--- config.mk ---
export PLATFORM = sky130hd
export DESIGN_NAME = stbs_ctrl
export DESIGN_NICKNAME = d
export VERILOG_FILES = /design/src/hw/rtl/stbs_pkg.sv /design/src/hw/rtl/stbs_ctrl.sv
export SDC_FILE = /design/constraint.sdc
export NUM_CORES = 1
export LEC_CHECK = 0
export ABC_AREA = 1
export BUFFER_PORTS_ARGS = -buffer_cell sky130_fd_sc_hd__clkbuf_2
export CORE_AREA = 5 5 42 44
export CTS_CLUSTER_SIZE = 10
export DETAILED_ROUTE_END_ITERATION = 8
export DIE_AREA = 0 0 47 49
export SLEW_MARGIN = 15
export SYNTH_ARGS = -nofsm -noshare
export SYNTH_HDL_FRONTEND = slang
export SYNTH_SLANG_ARGS = --single-unit
--- constraint.sdc ---
create_clock -name clk -period 1.75 [get_ports clk]
set_clock_uncertainty 0.1 [all_clocks]
set_input_delay 0.0875 -clock clk [delete_from_list [all_inputs] [get_ports clk]]
set_output_delay 0.0875 -clock clk [all_outputs]
set_load 0.02 [all_outputs]
--- src/hw/rtl/stbs_pkg.sv ---
// Shared types and constants for the sorted table binary search block.
// Has no dependencies. Every other file in hw/rtl depends on it.
`default_nettype none

package stbs_pkg;

	localparam int DEPTH_DEF      = 1024;
	localparam int DATA_WIDTH_DEF = 32;

	localparam int INDEX_W = 10;
	localparam int COUNT_W = 11;
	localparam int POS_W   = 11;

	// Operation codes carried in the cmd field
	localparam logic CMD_WRITE  = 1'b0;
	localparam logic CMD_SEARCH = 1'b1;

	// Controller to datapath
	typedef struct packed {
		logic wr_en;
		logic start;
		logic rd_en;
		logic step;
		logic out_load;
	} stbs_cmd_t;

	// Datapath to controller
	typedef struct packed {
		logic range_open;
		logic hit;
		logic out_free;
	} stbs_sts_t;

endpackage

`default_nettype wire

--- src/hw/rtl/stbs_ctrl.sv ---
// Search controller: sequences table writes, probe reads, compares and result hand-off.
// Depends on stbs_pkg for the command and status structs.
`default_nettype none

module stbs_ctrl (
	input  wire logic                clk,
	input  wire logic                arst_n,
	input  wire logic                in_valid,
	input  wire logic                in_cmd,
	output logic                     in_ready,
	input  wire stbs_pkg::stbs_sts_t sts,
	output stbs_pkg::stbs_cmd_t      cmd
);
	import stbs_pkg::*;

	typedef enum logic [1:0] {
		ST_IDLE,
		ST_PROBE,
		ST_COMPARE,
		ST_FINISH
	} state_t;

	state_t state_q;
	logic   accept;

	assign in_ready = (state_q == ST_IDLE);
	assign accept   = in_valid && in_ready;

	always_comb begin
		cmd          = '0;
		cmd.wr_en    = accept && (in_cmd == CMD_WRITE);
		cmd.start    = accept && (in_cmd == CMD_SEARCH);
		cmd.rd_en    = (state_q == ST_PROBE) && sts.range_open;
		cmd.step     = (state_q == ST_COMPARE);
		cmd.out_load = (state_q == ST_FINISH) && sts.out_free;
	end

	always_ff @(posedge clk or negedge arst_n) begin
		if (!arst_n) begin
			state_q <= ST_IDLE;
		end else begin
			unique case (state_q)
				ST_IDLE: begin
					if (accept && (in_cmd == CMD_SEARCH)) state_q <= ST_PROBE;
				end
				ST_PROBE: begin
					// empty range means the key is absent
					state_q <= sts.range_open ? ST_COMPARE : ST_FINISH;
				end
				ST_COMPARE: begin
					state_q <= sts.hit ? ST_FINISH : ST_PROBE;
				end
				ST_FINISH: begin
					if (sts.out_free) state_q <= ST_IDLE;
				end
				default: state_q <= ST_IDLE;
			endcase
		end
	end

endmodule

`default_nettype wire

**After elaboration in Yosys (flattened, before gate mapping)**

Index checks and enable logic that the tools add are counted.

- Output and inout port bits: 6
- Bits in registers: 2

- Equal/unequal tests: 5
- Reduce and logical (&&, ||, !) cells: 7
- Bitwise logic cells: 1
- Multiplexer cells: 5

Operator list:

| kind | number |
|---|---|
| one-hot mux 2 bit (4 select lines) | 1 |
| 2-to-1 mux 2 bit | 3 |
| logical AND 1 bit | 5 |
| == test 2 bit (second input constant) | 2 |
| == test 2 x 1 -> 1 bit (second input constant) | 1 |
| zero test 2 bit | 1 |
| inequality test 2 x 1 -> 1 bit (second input constant) | 1 |
| inequality test 2 bit (second input constant) | 1 |
| AND reduction 2 bit | 1 |
| 2-to-1 mux 1 bit | 1 |
| inverter 1 bit | 1 |

**Logic depth before layout (Yosys ltp)**

- Depth after elaboration: 5
- Depth in mapped cells: 4
- Mapped depth without buffers: 4

**Least setup slack after synthesis**

No wires, ideal clock.

- Path type: reg2out
- Start point: register state_q[0]
- End point: output port cmd[3] (netlist name)
- Arrival time: 1085 ps
- Setup slack: 478 ps
- Cell stages (with the launch flop): 4
- Cell sequence: dfrtp_1 nor2_2 nand2_1 nor2_1

RTL lines:

| element | RTL line | text |
|---|---|---|
| start: declaration | stbs_ctrl.sv:23 | `state_t state_q;` |
| start signal: assignment | stbs_ctrl.sv:48 | `state_q <= sts.range_open ? ST_COMPARE : ST_FINISH;` |
| start signal: assignment | stbs_ctrl.sv:51 | `state_q <= sts.hit ? ST_FINISH : ST_PROBE;` |
| end: declaration | stbs_ctrl.sv:12 | `output stbs_pkg::stbs_cmd_t cmd` |

==> impl_summary.log <==
INFO  metric power_density = 1570 nW/um2
INFO  metric die_w = 47 um
INFO  metric stdcell_count = 55
INFO  metric critPathKind = reg2out
INFO  metric share_of_cell_area_taken_by_muxes_after_synthesis = 0%
INFO  metric cells_after_synth = 23
INFO  metric registers.top_by_ff_count = state_q
INFO  metric first_pass_grt_wire_length = ~620 um
INFO  metric via_count_of_the_routed_design = 180
INFO  metric worst-path-max-fanout = 7
INFO  metric share_of_cells_above_drive_strength_1 = 41.0%
INFO  metric antenna_cells = 0
INFO  metric fraction_of_the_yosys_area_taken_by_sequential_cells = a little over a third
INFO  metric cts.sinks = 2
INFO  metric layout_worst_path_cycle_share = about 75%
INFO  metric endpoint_arrival_time_on_the_critical_path = about 1.1 ns
INFO  metric post_synthesis_compound_gate_area_fraction = roughly 11%
INFO  metric via_count_of_the_first_global_routing_pass = between 100 and 150
INFO  metric report.final.slew_viol_count = 0
INFO  metric initial_core_util = 10.0%
INFO  metric switching_power = between 150 and 200 uW
INFO  metric ys_warn_count = 0
INFO  metric globalRoute.totalOverflow = 0
INFO  metric dp.cells = between 50 and 60
INFO  metric mostFrequentLayoutCell = clkbuf_2
INFO  metric clk_latency = about 0.22 ns
INFO  metric cts.clk_slew.worst_paths = approximately 0.030 ns
INFO  metric gpl.final_weighted_congestion = between 0.5 and 0.6
INFO  metric post-route-drc-count = 0
INFO  metric synth_nets = 30
INFO  metric crit_path_top_delay_cell = dfrtp_1
INFO  metric finalSetupViolations = 0
INFO  metric largest_register_ff_count = 2
INFO  metric tritoncts = built
INFO  metric ff2ff_path_depth = 4
INFO  metric io_buffers = 12
INFO  metric max-clock-path-buffers = 2
INFO  metric synth-simple-area-share = a little under two fifths
INFO  metric hpwl = between 300 and 400 um
INFO  metric root_buffer = clkbuf_4
INFO  metric totalPowerFinal = between 300 and 400 uW
INFO  metric area_delta_synth_final = 80.4%
INFO  metric cap_viol_max_count = 0
INFO  metric utilization = 18.0%
INFO  metric synth_xor_area_share = 0%
INFO  metric fp.coreArea = 1400 um2
INFO  metric drt-total-wl = 405 um
INFO  metric max-vdd-ir-drop = between 200 and 300 uV
INFO  metric max_freq = around 760 MHz
INFO  metric cp_slowest_stage_delay = between 0.4 and 0.5 ns
INFO  metric rsz0062_at_grt = false
INFO  metric share_comb_of_total_power = 45.8%
INFO  metric placement_row_count = 14
INFO  metric initial_antenna_violation_count = 0
INFO  metric min_path_cells = 3
INFO  metric syn-cell-area = ~140 um2
INFO  metric intPower = roughly 210 uW
INFO  metric tritoncts.num_buffers = 3
INFO  metric worstSetupEndpointType = primary output
INFO  metric detail-route-antenna-nets = 0
INFO  metric most-common-layout-cells = clkbuf_2, inv_1, nand2_1
INFO  metric switching_share = a little under half
INFO  metric floorplan.die_area = roughly 2300 um2
INFO  metric detailedRoute.firstPassIterationCount = 1
INFO  metric worstPathCellList = nor2_2 -> nand2_1 -> nor2_1 -> clkbuf_2
INFO  metric adder_cell_area_share_of_the_yosys_netlist = 0%
INFO  metric hold_violations = 0
INFO  metric design.portCount = 13
INFO  metric global_route.usage.total = approximately 4%
INFO  metric min-delay-path-class = in2reg
INFO  metric grt_start_max_net_pins = 8
INFO  metric tns = 0 ns
INFO  metric slew-limit-headroom = a little under nine tenths
INFO  metric drt-wirelength-per-cell = roughly 7.4 um
INFO  metric data_required_time_of_the_critical_path = about 1.6 ns
INFO  metric final_net_count = 48
INFO  metric avgViaCountPerCell = around 3.3
INFO  metric drt-initial-drc-count = 0
INFO  metric final_period_minus_worst_setup_slack = approximately 1.3 ns
INFO  metric outcome = completed
INFO  metric synth_cell_type_count = 8
INFO  metric timing_worst_slew_pin_value = approximately 0.21 ns
INFO  metric pwr-share-seq = approximately 28%
INFO  metric leakage = ~0.16 nW
INFO  metric die_h = between 40 and 50 um
INFO  metric critPathLaunchType = flip-flop
INFO  metric cts_htree_levels = 1
INFO  metric clock_power_share = a little over a quarter
INFO  metric syn_avg_cell_area = 6.09 um2
INFO  metric largest_family_of_logic_cells_by_synthesized_area = simple AND/OR/NAND/NOR gates
INFO  metric biggestRegsByFlops = state_q x2
INFO  metric synth.ff_latch_count = 2
INFO  metric hold-worst-slack = between 0.03 and 0.04 ns
==> kinds of logic (layout without fill, tap and decap cells) <==
logic type	count (synthesis)	in the layout
simple gates	12	12
buf+inv	6	22
compound gates	3	3
flops	2	2
==> routing by layer <==
metal | routed length [um] | global-route usage, % | up-vias
met1 | 131 | 3.96 | 72
met2 | 201 | 4.75 | 8
met5 | 0 | 0 | -
li1 | - | - | 100
met4 | 0 | 4.15 | 0
met3 | 73 | 3.69 | 0
==> power groups by stage <==
stage / Clock (mW) / Sequential (mW) / Combinational [mW]
floorplan: 0 / 0.104 / 0.127
global placement: 0 / 0.114 / 0.183
detailed placement: 0 / 0.114 / 0.184
CTS: 0.110 / 0.114 / 0.187
global route: 0.116 / 0.124 / 0.207
finish: 0.103 / 0.112 / 0.181
==> path summary, 6_finish.rpt <==
path | startpoint | to | slack [ns]
setup / recovery | state_q[0] | cmd[3] | 0.43
hold / removal | sts[0] | state_q[0] | 0.03
setup reg to reg | state_q[0] | state_q[0] | 0.74
hold reg to reg | state_q[0] | state_q[1] | 0.52
max in group asynchronous | arst_n | state_q[0] | 1.37
min in group asynchronous | arst_n | state_q[1] | 0.08
==> Yosys cell counts <==
master	n	area, um2
dfrtp_1	2	50.1
nor2_1	4	15.0
nand3b_1	1	7.51
nor2_2	1	6.26
nand2_1	5	18.8
nand3_1	1	5.00
o21ai_0	3	15.0
inv_1	6	22.5
==> worst max-delay path: cells and delay by family (launching register included) <==
family	cells	cell delay (ns)
buffers and inverters	1	0.17
flip-flops	1	0.43
AND/OR/NAND/NOR	3	0.31
==> final cells by class <==
| type | instances | area (um2) |
|---|---|---|
| inverters | 6 | 22.5 |
| well taps | 16 | 20.0 |
| repair buffers | 13 | 70.1 |
| flip-flops and latches | 2 | 50.0 |
| clock buffers | 3 | 22.5 |
| fillers | 173 | 1150 |
| multi-input cells | 15 | 67.6 |
==> per-stage QoR <==
step,setup slack (ns),instance area [um2]
5_1_grt,0.315,253
3_5_place_dp,0.642,220
6_report,0.431,253
3_3_place_gp,0.659,220
2_1_floorplan,0.478,140
4_1_cts,0.399,253
==> what timing repair did <==
item | in CTS | in global routing
resized for setup | 0 | 0
hold buffers | 1 | 0
setup buffers | 0 | 0
hold endpoints to repair | 2 | 0
Note: power is estimated with default switching activity, not from simulation.
